==> config.mk <==
export PLATFORM = sky130hd
export DESIGN_NAME = dual_quadrature_cell_distance_flat
export DESIGN_NICKNAME = d
export VERILOG_FILES = /design/src/rtl/core/dqcd_pkg.sv /design/src/rtl/core/dqcd_if.sv /design/src/rtl/core/dqcd_filter.sv /design/src/rtl/core/dqcd_lane.sv /design/src/rtl/core/dqcd_merge.sv /design/src/rtl/core/dual_quadrature_cell_distance.sv /design/src/flat_wrapper.sv
export SDC_FILE = /design/constraint.sdc
export NUM_CORES = 1
export LEC_CHECK = 0
export BUFFER_PORTS_ARGS = -buffer_cell sky130_fd_sc_hd__buf_2
export CAP_MARGIN = 30
export CORE_ASPECT_RATIO = 0.75
export CORE_UTILIZATION = 55
export CTS_CLUSTER_SIZE = 25
export DETAILED_ROUTE_END_ITERATION = 6
export MAX_ROUTING_LAYER = met4
export PLACE_DENSITY = 0.76
export SYNTH_ARGS = -nofsm -noshare
export SYNTH_HDL_FRONTEND = slang
export SYNTH_SLANG_ARGS = --single-unit
==> constraint.sdc <==
create_clock -name clk -period 9.91 [get_ports clk]
set_input_delay 2.973 -clock clk [delete_from_list [all_inputs] [get_ports clk]]
set_output_delay 2.973 -clock clk [all_outputs]
set_load 0.01 [all_outputs]
==> src/rtl/core/dqcd_pkg.sv <==
// Package for the dual quadrature cell-distance counter.
// Holds widths, register indexes, reset values and the word types.
// No dependencies; every other file in rtl/core imports it.
`default_nettype none

package dqcd_pkg;

	// Core widths.
	localparam int COUNT_WIDTH  = 16;
	localparam int FILTER_WIDTH = 10;

	// Register widths and the configuration port.
	localparam int TICKS_W   = 15;
	localparam int TOL_W     = 10;
	localparam int GLITCH_W  = 10;
	localparam int CFG_W     = 15;
	localparam int CFG_IDX_W = 2;
	localparam int OUT_W     = 16;

	// Width for signed compares against the register values.
	localparam int CMP_W = ((COUNT_WIDTH > TICKS_W + 1) ? COUNT_WIDTH : TICKS_W + 1) + 2;
	// Width for the filter sample count against glitch_cycles.
	localparam int GW = ((FILTER_WIDTH > GLITCH_W) ? FILTER_WIDTH : GLITCH_W) + 1;

	// Register indexes.
	typedef enum logic [CFG_IDX_W-1:0] {
		REG_TICKS_PER_CELL  = 2'd0,
		REG_WATCH_TOLERANCE = 2'd1,
		REG_GLITCH_CYCLES   = 2'd2
	} cfg_reg_t;

	// Register reset values.
	localparam logic [TICKS_W-1:0]  TICKS_RESET  = 15'd1180;
	localparam logic [TOL_W-1:0]    TOL_RESET    = 10'd16;
	localparam logic [GLITCH_W-1:0] GLITCH_RESET = 10'd80;

	// Count limits, one bit wider than a count.
	localparam logic signed [COUNT_WIDTH:0] CNT_MAX_X = {2'b00, {(COUNT_WIDTH-1){1'b1}}};
	localparam logic signed [COUNT_WIDTH:0] CNT_MIN_X = {2'b11, {(COUNT_WIDTH-1){1'b0}}};

	typedef logic signed [COUNT_WIDTH-1:0] cnt_t;
	typedef logic signed [CMP_W-1:0]       cmp_t;

	// Input word: one sample of both encoders plus the control bits.
	typedef struct packed {
		logic left_a;
		logic left_b;
		logic right_a;
		logic right_b;
		logic clear_cell;
		logic poll;
	} in_word_t;

	// Result word.
	typedef struct packed {
		logic signed [OUT_W-1:0] left_count;
		logic signed [OUT_W-1:0] right_count;
		logic signed [OUT_W-1:0] mean_distance;
		logic                    cell_reached;
		logic                    watch_hit;
	} out_word_t;

	// What one wheel lane hands to the merge stage.
	typedef struct packed {
		cnt_t count_pre;
	} lane_stat_t;

	// Thresholds derived from the registers.
	typedef struct packed {
		cmp_t target;
		cmp_t thr;
		cmp_t ticks;
	} cfg_view_t;

endpackage

`default_nettype wire

==> src/rtl/core/dqcd_if.sv <==
// Valid/ready channel interfaces for the sample and result words.
// Depends on dqcd_pkg for the word types.
`default_nettype none

interface dqcd_in_if import dqcd_pkg::*; ();
	logic     valid;
	logic     ready;
	in_word_t data;

	modport source (output valid, output data, input ready);
	modport sink (input valid, input data, output ready);
endinterface

interface dqcd_out_if import dqcd_pkg::*; ();
	logic      valid;
	logic      ready;
	out_word_t data;

	modport source (output valid, output data, input ready);
	modport sink (input valid, input data, output ready);
endinterface

`default_nettype wire

==> src/rtl/core/dqcd_filter.sv <==
// Glitch filter for one encoder level: a new level is taken once it has held.
// Depends on dqcd_pkg for the filter and register widths.
`default_nettype none

module dqcd_filter import dqcd_pkg::*; (
	input  wire logic                clk,
	input  wire logic                arst_n,
	input  wire logic                en,
	input  wire logic                raw,
	input  wire logic [GLITCH_W-1:0] glitch_cycles,
	output logic                     level_old,
	output logic                     level_new
);

	logic                    level_q;
	logic [FILTER_WIDTH-1:0] timer_q;
	logic [FILTER_WIDTH-1:0] timer_d;
	logic [GW-1:0]           samples;
	logic                    take;

	// Sample count for the pending level, and the acceptance decision.
	always_comb begin
		samples = GW'(timer_q) + GW'(1'b1);
		take    = (&timer_q) || (samples >= GW'(glitch_cycles));
		if (raw == level_q) begin
			level_new = level_q;
			timer_d   = '0;
		end else if (take) begin
			level_new = raw;
			timer_d   = '0;
		end else begin
			level_new = level_q;
			timer_d   = samples[FILTER_WIDTH-1:0];
		end
	end

	assign level_old = level_q;

	// Filter state advances once per accepted word.
	always_ff @(posedge clk or negedge arst_n) begin
		if (!arst_n) begin
			level_q <= 1'b0;
			timer_q <= '0;
		end else if (en) begin
			level_q <= level_new;
			timer_q <= timer_d;
		end
	end

endmodule

`default_nettype wire

==> src/rtl/core/dqcd_lane.sv <==
// One wheel lane: filters for A and B and the x2 quadrature up/down counter.
// Depends on dqcd_pkg and dqcd_filter.
`default_nettype none

module dqcd_lane import dqcd_pkg::*; (
	input  wire logic                clk,
	input  wire logic                arst_n,
	input  wire logic                en,
	input  wire logic                clear,
	input  wire logic                raw_a,
	input  wire logic                raw_b,
	input  wire logic [GLITCH_W-1:0] glitch_cycles,
	output lane_stat_t               stat
);

	logic a_old, a_new, b_old, b_new;
	logic inc, dec;
	logic signed [COUNT_WIDTH:0] sum;
	cnt_t count_q;
	cnt_t count_pre;

	dqcd_filter u_filt_a (
		.clk           (clk),
		.arst_n        (arst_n),
		.en            (en),
		.raw           (raw_a),
		.glitch_cycles (glitch_cycles),
		.level_old     (a_old),
		.level_new     (a_new)
	);

	dqcd_filter u_filt_b (
		.clk           (clk),
		.arst_n        (arst_n),
		.en            (en),
		.raw           (raw_b),
		.glitch_cycles (glitch_cycles),
		.level_old     (b_old),
		.level_new     (b_new)
	);

	// Edge of filtered A sets the step; filtered B after this sample sets direction.
	always_comb begin
		inc = (!a_old && a_new && b_new) || (a_old && !a_new && !b_new);
		dec = (!a_old && a_new && !b_new) || (a_old && !a_new && b_new);
		sum = {count_q[COUNT_WIDTH-1], count_q};
		if (inc) begin
			sum = sum + (COUNT_WIDTH+1)'(1);
		end else if (dec) begin
			sum = sum - (COUNT_WIDTH+1)'(1);
		end
		// A count that reaches either limit returns to zero.
		if ((inc || dec) && (sum >= CNT_MAX_X || sum <= CNT_MIN_X)) begin
			count_pre = '0;
		end else begin
			count_pre = sum[COUNT_WIDTH-1:0];
		end
	end

	assign stat.count_pre = count_pre;

	// Count register; a cell clear overrides this sample's step.
	always_ff @(posedge clk or negedge arst_n) begin
		if (!arst_n) begin
			count_q <= '0;
		end else if (en) begin
			count_q <= clear ? cnt_t'(0) : count_pre;
		end
	end

endmodule

`default_nettype wire

==> src/rtl/core/dqcd_merge.sv <==
// Merge stage: watch flag, mean of both counts and the cell-reached decision.
// Depends on dqcd_pkg for the lane, threshold and result types.
`default_nettype none

module dqcd_merge import dqcd_pkg::*; (
	input  wire logic       clk,
	input  wire logic       arst_n,
	input  wire logic       en,
	input  wire logic       clear,
	input  wire logic       poll,
	input  wire cfg_view_t  cfg,
	input  wire lane_stat_t left,
	input  wire lane_stat_t right,
	output out_word_t       result
);

	logic watch_q;
	logic watch_mid, watch_d;
	logic hit, reached;
	cnt_t left_cnt, right_cnt, mean;
	logic signed [COUNT_WIDTH:0] sum;
	logic signed [COUNT_WIDTH:0] sum_adj;
	cmp_t mean_x;

	always_comb begin
		// Watch latch sees the counts before a clear.
		hit = (cmp_t'(left.count_pre) == cfg.target)
			|| (cmp_t'(right.count_pre) == cfg.target);
		watch_mid = clear ? 1'b0 : (watch_q || hit);
		left_cnt  = clear ? cnt_t'(0) : left.count_pre;
		right_cnt = clear ? cnt_t'(0) : right.count_pre;

		// Mean truncated toward zero: add one to a negative sum before the shift.
		sum     = (COUNT_WIDTH+1)'(left_cnt) + (COUNT_WIDTH+1)'(right_cnt);
		sum_adj = sum + (COUNT_WIDTH+1)'(sum[COUNT_WIDTH]);
		mean    = sum_adj[COUNT_WIDTH:1];
		mean_x  = cmp_t'(mean);

		reached = (watch_mid && mean_x >= cfg.thr) || (mean_x >= cfg.ticks);
		// A poll that finds the cell not reached drops the flag.
		watch_d = (poll && !reached) ? 1'b0 : watch_mid;

		result.left_count    = OUT_W'(left_cnt);
		result.right_count   = OUT_W'(right_cnt);
		result.mean_distance = OUT_W'(mean);
		result.cell_reached  = reached;
		result.watch_hit     = watch_d;
	end

	always_ff @(posedge clk or negedge arst_n) begin
		if (!arst_n) begin
			watch_q <= 1'b0;
		end else if (en) begin
			watch_q <= watch_d;
		end
	end

endmodule

`default_nettype wire

==> src/rtl/core/dual_quadrature_cell_distance.sv <==
// Top level of the dual quadrature cell-distance counter.
// Depends on dqcd_pkg, dqcd_if, dqcd_lane and dqcd_merge.
//
//   channel   dir  handshake          word
//   samples   in   valid/ready        in_word_t: four encoder levels, clear_cell, poll
//   results   out  valid/ready        out_word_t: both counts, mean, cell_reached, watch_hit
//   cfg       in   cfg_we, no wait    cfg_index selects a register, cfg_data its value
//
// One sample word is taken every cycle while the skid entry is empty; its result
// word is registered in the output buffer. Filters, counters and the watch flag
// update in the cycle the sample is taken, so successive samples follow without
// gaps. A two-entry output buffer lets the block take a sample while an earlier
// result waits; samples are refused only when both entries are full. Reset clears
// all state and restores the register reset values.
`default_nettype none

module dual_quadrature_cell_distance import dqcd_pkg::*; (
	input  wire logic                 clk,
	input  wire logic                 arst_n,
	dqcd_in_if.sink                   samples,
	dqcd_out_if.source                results,
	input  wire logic                 cfg_we,
	input  wire logic [CFG_IDX_W-1:0] cfg_index,
	input  wire logic [CFG_W-1:0]     cfg_data
);

	logic [TICKS_W-1:0]  ticks_q;
	logic [TOL_W-1:0]    tol_q;
	logic [GLITCH_W-1:0] glitch_q;
	cfg_view_t           cfg_view;
	lane_stat_t          left_stat, right_stat;
	out_word_t           result;
	out_word_t           out_q, skid_q;
	logic                out_valid_q, skid_valid_q;
	logic                accept;

	// Configuration registers.
	always_ff @(posedge clk or negedge arst_n) begin
		if (!arst_n) begin
			ticks_q  <= TICKS_RESET;
			tol_q    <= TOL_RESET;
			glitch_q <= GLITCH_RESET;
		end else if (cfg_we) begin
			case (cfg_reg_t'(cfg_index))
				REG_TICKS_PER_CELL:  ticks_q  <= cfg_data[TICKS_W-1:0];
				REG_WATCH_TOLERANCE: tol_q    <= cfg_data[TOL_W-1:0];
				REG_GLITCH_CYCLES:   glitch_q <= cfg_data[GLITCH_W-1:0];
				default: ;
			endcase
		end
	end

	// Target clamped inside the count range, and the tolerance threshold.
	always_comb begin
		cfg_view.ticks = cmp_t'(ticks_q);
		cfg_view.thr   = cmp_t'(ticks_q) - cmp_t'(tol_q);
		if (cfg_view.ticks > cmp_t'(CNT_MAX_X) - cmp_t'(1)) begin
			cfg_view.target = cmp_t'(CNT_MAX_X) - cmp_t'(1);
		end else if (cfg_view.ticks < cmp_t'(CNT_MIN_X) + cmp_t'(1)) begin
			cfg_view.target = cmp_t'(CNT_MIN_X) + cmp_t'(1);
		end else begin
			cfg_view.target = cfg_view.ticks;
		end
	end

	assign samples.ready = !skid_valid_q;
	assign accept        = samples.valid && samples.ready;

	// One lane per wheel.
	dqcd_lane u_lane_left (
		.clk           (clk),
		.arst_n        (arst_n),
		.en            (accept),
		.clear         (samples.data.clear_cell),
		.raw_a         (samples.data.left_a),
		.raw_b         (samples.data.left_b),
		.glitch_cycles (glitch_q),
		.stat          (left_stat)
	);

	dqcd_lane u_lane_right (
		.clk           (clk),
		.arst_n        (arst_n),
		.en            (accept),
		.clear         (samples.data.clear_cell),
		.raw_a         (samples.data.right_a),
		.raw_b         (samples.data.right_b),
		.glitch_cycles (glitch_q),
		.stat          (right_stat)
	);

	dqcd_merge u_merge (
		.clk    (clk),
		.arst_n (arst_n),
		.en     (accept),
		.clear  (samples.data.clear_cell),
		.poll   (samples.data.poll),
		.cfg    (cfg_view),
		.left   (left_stat),
		.right  (right_stat),
		.result (result)
	);

	// Output buffer control: head entry plus one skid entry.
	always_ff @(posedge clk or negedge arst_n) begin
		if (!arst_n) begin
			out_valid_q  <= 1'b0;
			skid_valid_q <= 1'b0;
		end else if (out_valid_q && results.ready) begin
			if (skid_valid_q) begin
				skid_valid_q <= 1'b0;
			end else begin
				out_valid_q <= accept;
			end
		end else if (accept) begin
			if (out_valid_q) begin
				skid_valid_q <= 1'b1;
			end else begin
				out_valid_q <= 1'b1;
			end
		end
	end

	// Output buffer words.
	always_ff @(posedge clk) begin
		if (out_valid_q && results.ready) begin
			if (skid_valid_q) begin
				out_q <= skid_q;
			end else if (accept) begin
				out_q <= result;
			end
		end else if (accept) begin
			if (out_valid_q) begin
				skid_q <= result;
			end else begin
				out_q <= result;
			end
		end
	end

	assign results.valid = out_valid_q;
	assign results.data  = out_q;

endmodule

`default_nettype wire

==> src/flat_wrapper.sv <==
// flat-port wrapper written by rule: the top's interface ports become plain ports
module dual_quadrature_cell_distance_flat import dqcd_pkg::*;
  (clk, arst_n, cfg_we, cfg_index, cfg_data, samples_valid, samples_data, samples_ready, results_valid, results_data, results_ready);
  dqcd_in_if samples_i ();
  dqcd_out_if results_i ();
  input  wire logic clk;
  input  wire logic arst_n;
  input  wire logic cfg_we;
  input  wire logic [CFG_IDX_W-1:0] cfg_index;
  input  wire logic [CFG_W-1:0] cfg_data;
  input wire logic [$bits(samples_i.valid)-1:0] samples_valid;
  input wire logic [$bits(samples_i.data)-1:0] samples_data;
  output wire logic [$bits(samples_i.ready)-1:0] samples_ready;
  output wire logic [$bits(results_i.valid)-1:0] results_valid;
  output wire logic [$bits(results_i.data)-1:0] results_data;
  input wire logic [$bits(results_i.ready)-1:0] results_ready;
  assign samples_i.valid = samples_valid;
  assign samples_i.data = samples_data;
  assign samples_ready = samples_i.ready;
  assign results_valid = results_i.valid;
  assign results_data = results_i.data;
  assign results_i.ready = results_ready;
  dual_quadrature_cell_distance u_core (.clk(clk), .arst_n(arst_n), .samples(samples_i), .results(results_i), .cfg_we(cfg_we), .cfg_index(cfg_index), .cfg_data(cfg_data));
endmodule
==> summary.md <==
| Metric | Value |
|---|---|
| Pins over their slew limit | `0` |
| Horizontal die dimension | `between 150 and 200 µm` |
| Data arrival, critical path | `about 10 ns` |
| Num Clock Sinks | `~210` |
| Post-detailed-route wirelength per cell | `between 20 and 25 µm` |
| Final estimated routing congestion in global placement | `roughly 1.1` |
| Number of enable-type register cells in the synthesized netlist | `100` |
| Instance count of the mapped netlist | `1,619` |
| Leak pwr | `around 8.8 nW` |
| Yosys top cell area share | `between 10% and 20%` |
| Maximum number of pins on one net before global-route repair | `about 70` |
| First-pass GRT wire length | `between 70,000 and 80,000 µm` |
| Library cell with the largest summed area after synthesis | `edfxtp_1` |
| Smallest setup slack after layout | `-0.0246 ns` |
| Pint | `3.19 mW` |
| Share of flip-flops with an asynchronous set or reset after synthesis | `~53%` |
| Capture instance of the worst register-to-register path | `u_core.results.data[1]` |
| Power density over the cells | `approximately 290 nW/µm²` |
| Total DRC errors in the routed layout | `2` |
| Vias in the first global route | `13,225` |
| Antenna violations before repair | `0` |
| Clock tree from TritonCTS | `done` |
| Number of CTS-inserted buffers | `24` |
| Req. time, crit path | `approximately 10 ns` |
| Total track usage | `between 30% and 40%` |
| Transition time of the tightest slew-check pin | `0.988 ns` |
| Commonest cells in the netlist | `233 x nand2_1, 112 x nor2_1, 106 x dfrtp_1, 104 x ha_1, 100 x edfxtp_1` |
| Highest achievable clock rate | `between 100 and 150 MHz` |
| Final Total Pwr | `between 5 and 6 mW` |
| Number of placement rows | `52` |
| Crit path capture type | `register` |
| Top area cells in the synthesized netlist | `edfxtp_1 20%, dfrtp_1 18%, ha_1 8.6%` |
| Max Fanout on Critical Path | `7` |
| Maxcap violations | `0` |
| Max Clock Skew | `~0.014 ns` |
| Mean instance size in the synthesized netlist | `slightly above 9 µm²` |
| Overall die height | `around 150 µm` |
| Fill cells | `around 2,000` |
| Part of the total power dissipated in combinational logic | `between 50 and 60%` |
| Synth Cell Area | `about 15,000 µm²` |
| Synth warn | `0` |
| Period Utilization, post-route | `100%` |
| Num ports | `80` |
| Cells on worst reg2reg path | `between 40 and 50` |
| Proportion of power drawn by flip-flops and latches | `about 26%` |
| Number of distinct library cell variants in the gate-level netlist after synthesis | `between 100 and 150` |
| Number of vias per cell | `slightly above 6` |
| Starting DRC count in detailed routing | `1,294` |
| Grt ovf | `0` |
| Startpoint of the lowest-slack register-to-register path | `u_core.u_lane_left.u_filt_b.timer_q[0]` |
| Capture point of the worst path | `u_core.results.data[1]` |
| Yosys reg bits | `between 200 and 250` |
| Share of power burned in the clock network | `between 10% and 20%` |
| Failing checks | `design-rule violations, negative setup slack` |
| Clock H-tree levels | `1` |
| WL final | `approximately 50,000 µm` |
| Worst path slowest cell | `fa_2` |
| Area of combinational cells with multiple inputs | `approximately 9300 µm²` |
| Cell at the root of the clock tree | `clkbuf_16` |
| Detail Route Antenna Nets | `0` |
| Most frequent cell on the critical path | `a21o_1` |
| Hold Crit Class | `reg -> reg` |
| Worst reg-to-reg setup slack | `0.17 ns` |
| Final net count | `~2,100` |
| Pre-CTS setup slack | `-0.647 ns` |
| Net Count, Synth | `1,753` |
| Max incr delay on CP | `0.37 ns` |
| Switching pwr | `roughly 2.5 mW` |
| FF+latch area | `a little under 6000 µm²` |
| Final period demand of the worst path | `9.93 ns` |
| Primary flip-flop cell chosen by synthesis mapping | `dfrtp_1` |
| Area of the core region | `26,900 µm²` |
| Final hold viol count | `0` |
| Die Footprint | `~28,000 µm²` |
| Sequential cell area fraction in the yosys report | `38.9%` |
| Category of the critical setup timing path | `in -> reg` |
| Clk buf depth | `3` |
| Initial cell density of the core | `56.0%` |
| Max-slew headroom at the worst pin | `approximately 34%` |
| Setup violations, final | `2` |
| Placed wire-length estimate | `37,100 µm` |
| Worst Setup Start Kind | `primary input` |
| Clock insertion delay at the later pin of the skew report | `0.54 ns` |
| Total via count after detailed routing | `about 14,000` |
| Inserted Diodes | `0` |
| Synth-to-Final Area Change | `28.6%` |
| Status | `finished, violations left` |
| Fraction of final layout cells sized beyond drive strength 1 | `between 20 and 30%` |
| Max IR drop VDD | `about 0.23 mV` |
| Start point of the critical path | `samples_data[5]` |
| Clock transition at path regs | `around 0.060 ns` |
| Cell with the most instances after synthesis | `nand2_1` |
| Unrepaired setup endpoints after global routing | `yes` |
| Detailed-routing iteration count for the pre-antenna-repair pass | `7` |
| Sw Share | `a little over two fifths` |
| Number of buffer cells added on primary ports | `a little under 80` |
==> critical path, delay by kind of cell <==
family / cells / cell delay (ns)
AOI/OAI and AO/OA: 25 / 4.00
and+or+nand+nor: 9 / 1.56
buffers and inverters: 4 / 0.55
adders and majority gates: 2 / 0.55
xor gates and xnor gates: 2 / 0.42
muxes: 1 / 0.15
==> cell type report <==
class / instances / share of cell area [%]
clock inverter: 10 / 0.742
timing repair buffer: 360 / 13.5
clock buffer: 34 / 3.47
sequential: 214 / 30.3
inverter: 83 / 1.63
multi-input combinational: 1265 / 48.1
tap: 351 / 2.27
==> per-layer routing <==
layer / vias to the layer above / share of wire [%] / wire length (µm) / track usage, %
li1: 6565 / - / - / -
met4: 0 / 1.9 / 926 / 6.37
met3: 79 / 10 / 5010 / 9.52
met5: - / 0 / 0 / -
met1: 6827 / 45 / 22200 / 52.4
met2: 697 / 43 / 21400 / 49.8
==> registers in the layout (all words and copies together), names as in the netlist, 15 cells and up <==
| signal | cells |
|---|---|
| u_core.ticks_q | 15 |
| u_core.u_lane_right.count_q | 16 |
| u_core.results.data | 50 |
| u_core.u_lane_left.count_q | 16 |
| u_core.skid_q | 50 |
==> how the worst min path moves through the flow <==
stage | to | cells after the start | startpoint | slack (ns)
floorplan | u_core.u_merge.watch_q | 2 | u_core.u_merge.watch_q | 0.45
global placement | u_core.u_merge.watch_q | 2 | u_core.u_merge.watch_q | 0.46
detailed placement | u_core.u_merge.watch_q | 2 | u_core.u_merge.watch_q | 0.48
CTS | u_core.u_merge.watch_q | 2 | u_core.u_merge.watch_q | 0.49
global route | u_core.glitch_q[2] | 1 | u_core.glitch_q[2] | 0.51
finish | u_core.glitch_q[2] | 1 | u_core.glitch_q[2] | 0.50
==> layout by cell type, fill, tap and decap left out, drive strengths merged, types with 8 or more instances in the layout <==
cell type and count:
and3 24, a2111oi 12, mux2 25, nand2b 41
xnor2 71, inv 82, a21oi 69, or2 15
o21ai 99, ha 104, nor4 22, nor3 31
clkbuf 35, nand4 22, nor2 114, o211ai 9
dfstp 8, or3 19, a32o 19, o31ai 24
a21o 28, xor2 42, buf 359, edfxtp 100
nand3 60, nor2b 18, a31oi 10, a22oi 9
nand2 236, o21a 8, and2 10, dfrtp 106
a211oi 12
==> power by group through the flow <==
stage	sequential, mW	clock [mW]	combinational [mW]
floorplan	1.43	0	1.69
global placement	1.45	0	2.87
detailed placement	1.46	0	2.91
CTS	1.45	0.944	2.99
global route	1.48	0.981	3.50
finish	1.46	0.937	3.26
==> repair_timing <==
item / in CTS / in global routing
hold buffers: 0 / 0
resized for setup: 20 / 84
setup endpoints to repair: 3 / 5
pin swaps: 18 / 53
buffers inserted: 7 / 31
cloned: 0 / 1
==> through the flow <==
stage          TNS, ns  util, %  hold slack, ns  area [µm²]  std cells
6_report       -0.0381     72.0           0.502       19400       2317
5_1_grt          -2.22     72.0           0.515       19400       2317
4_1_cts              0     69.4           0.495       18700       2285
3_5_place_dp     -2.87     65.8           0.480       17700       2234
3_3_place_gp     -2.23     65.8           0.461       17700       2233
2_1_floorplan    -1.32        -           0.448       15300       1619
==> logic make-up (layout without fill, tap and decap cells) <==
logic type / Yosys count / in the layout / share of synthesized area [%]
muxes: 29 / 29 / 2.13
DFF: 214 / 214 / 38.9
buffers and inverters: 140 / 487 / 3.62
AOI/OAI and AO/OA: 373 / 373 / 18.3
xor gates and xnor gates: 114 / 114 / 6.96
and+or+nand+nor: 643 / 643 / 21.1
adders and majority gates: 106 / 106 / 8.90
(Power assumes the default switching activity.)
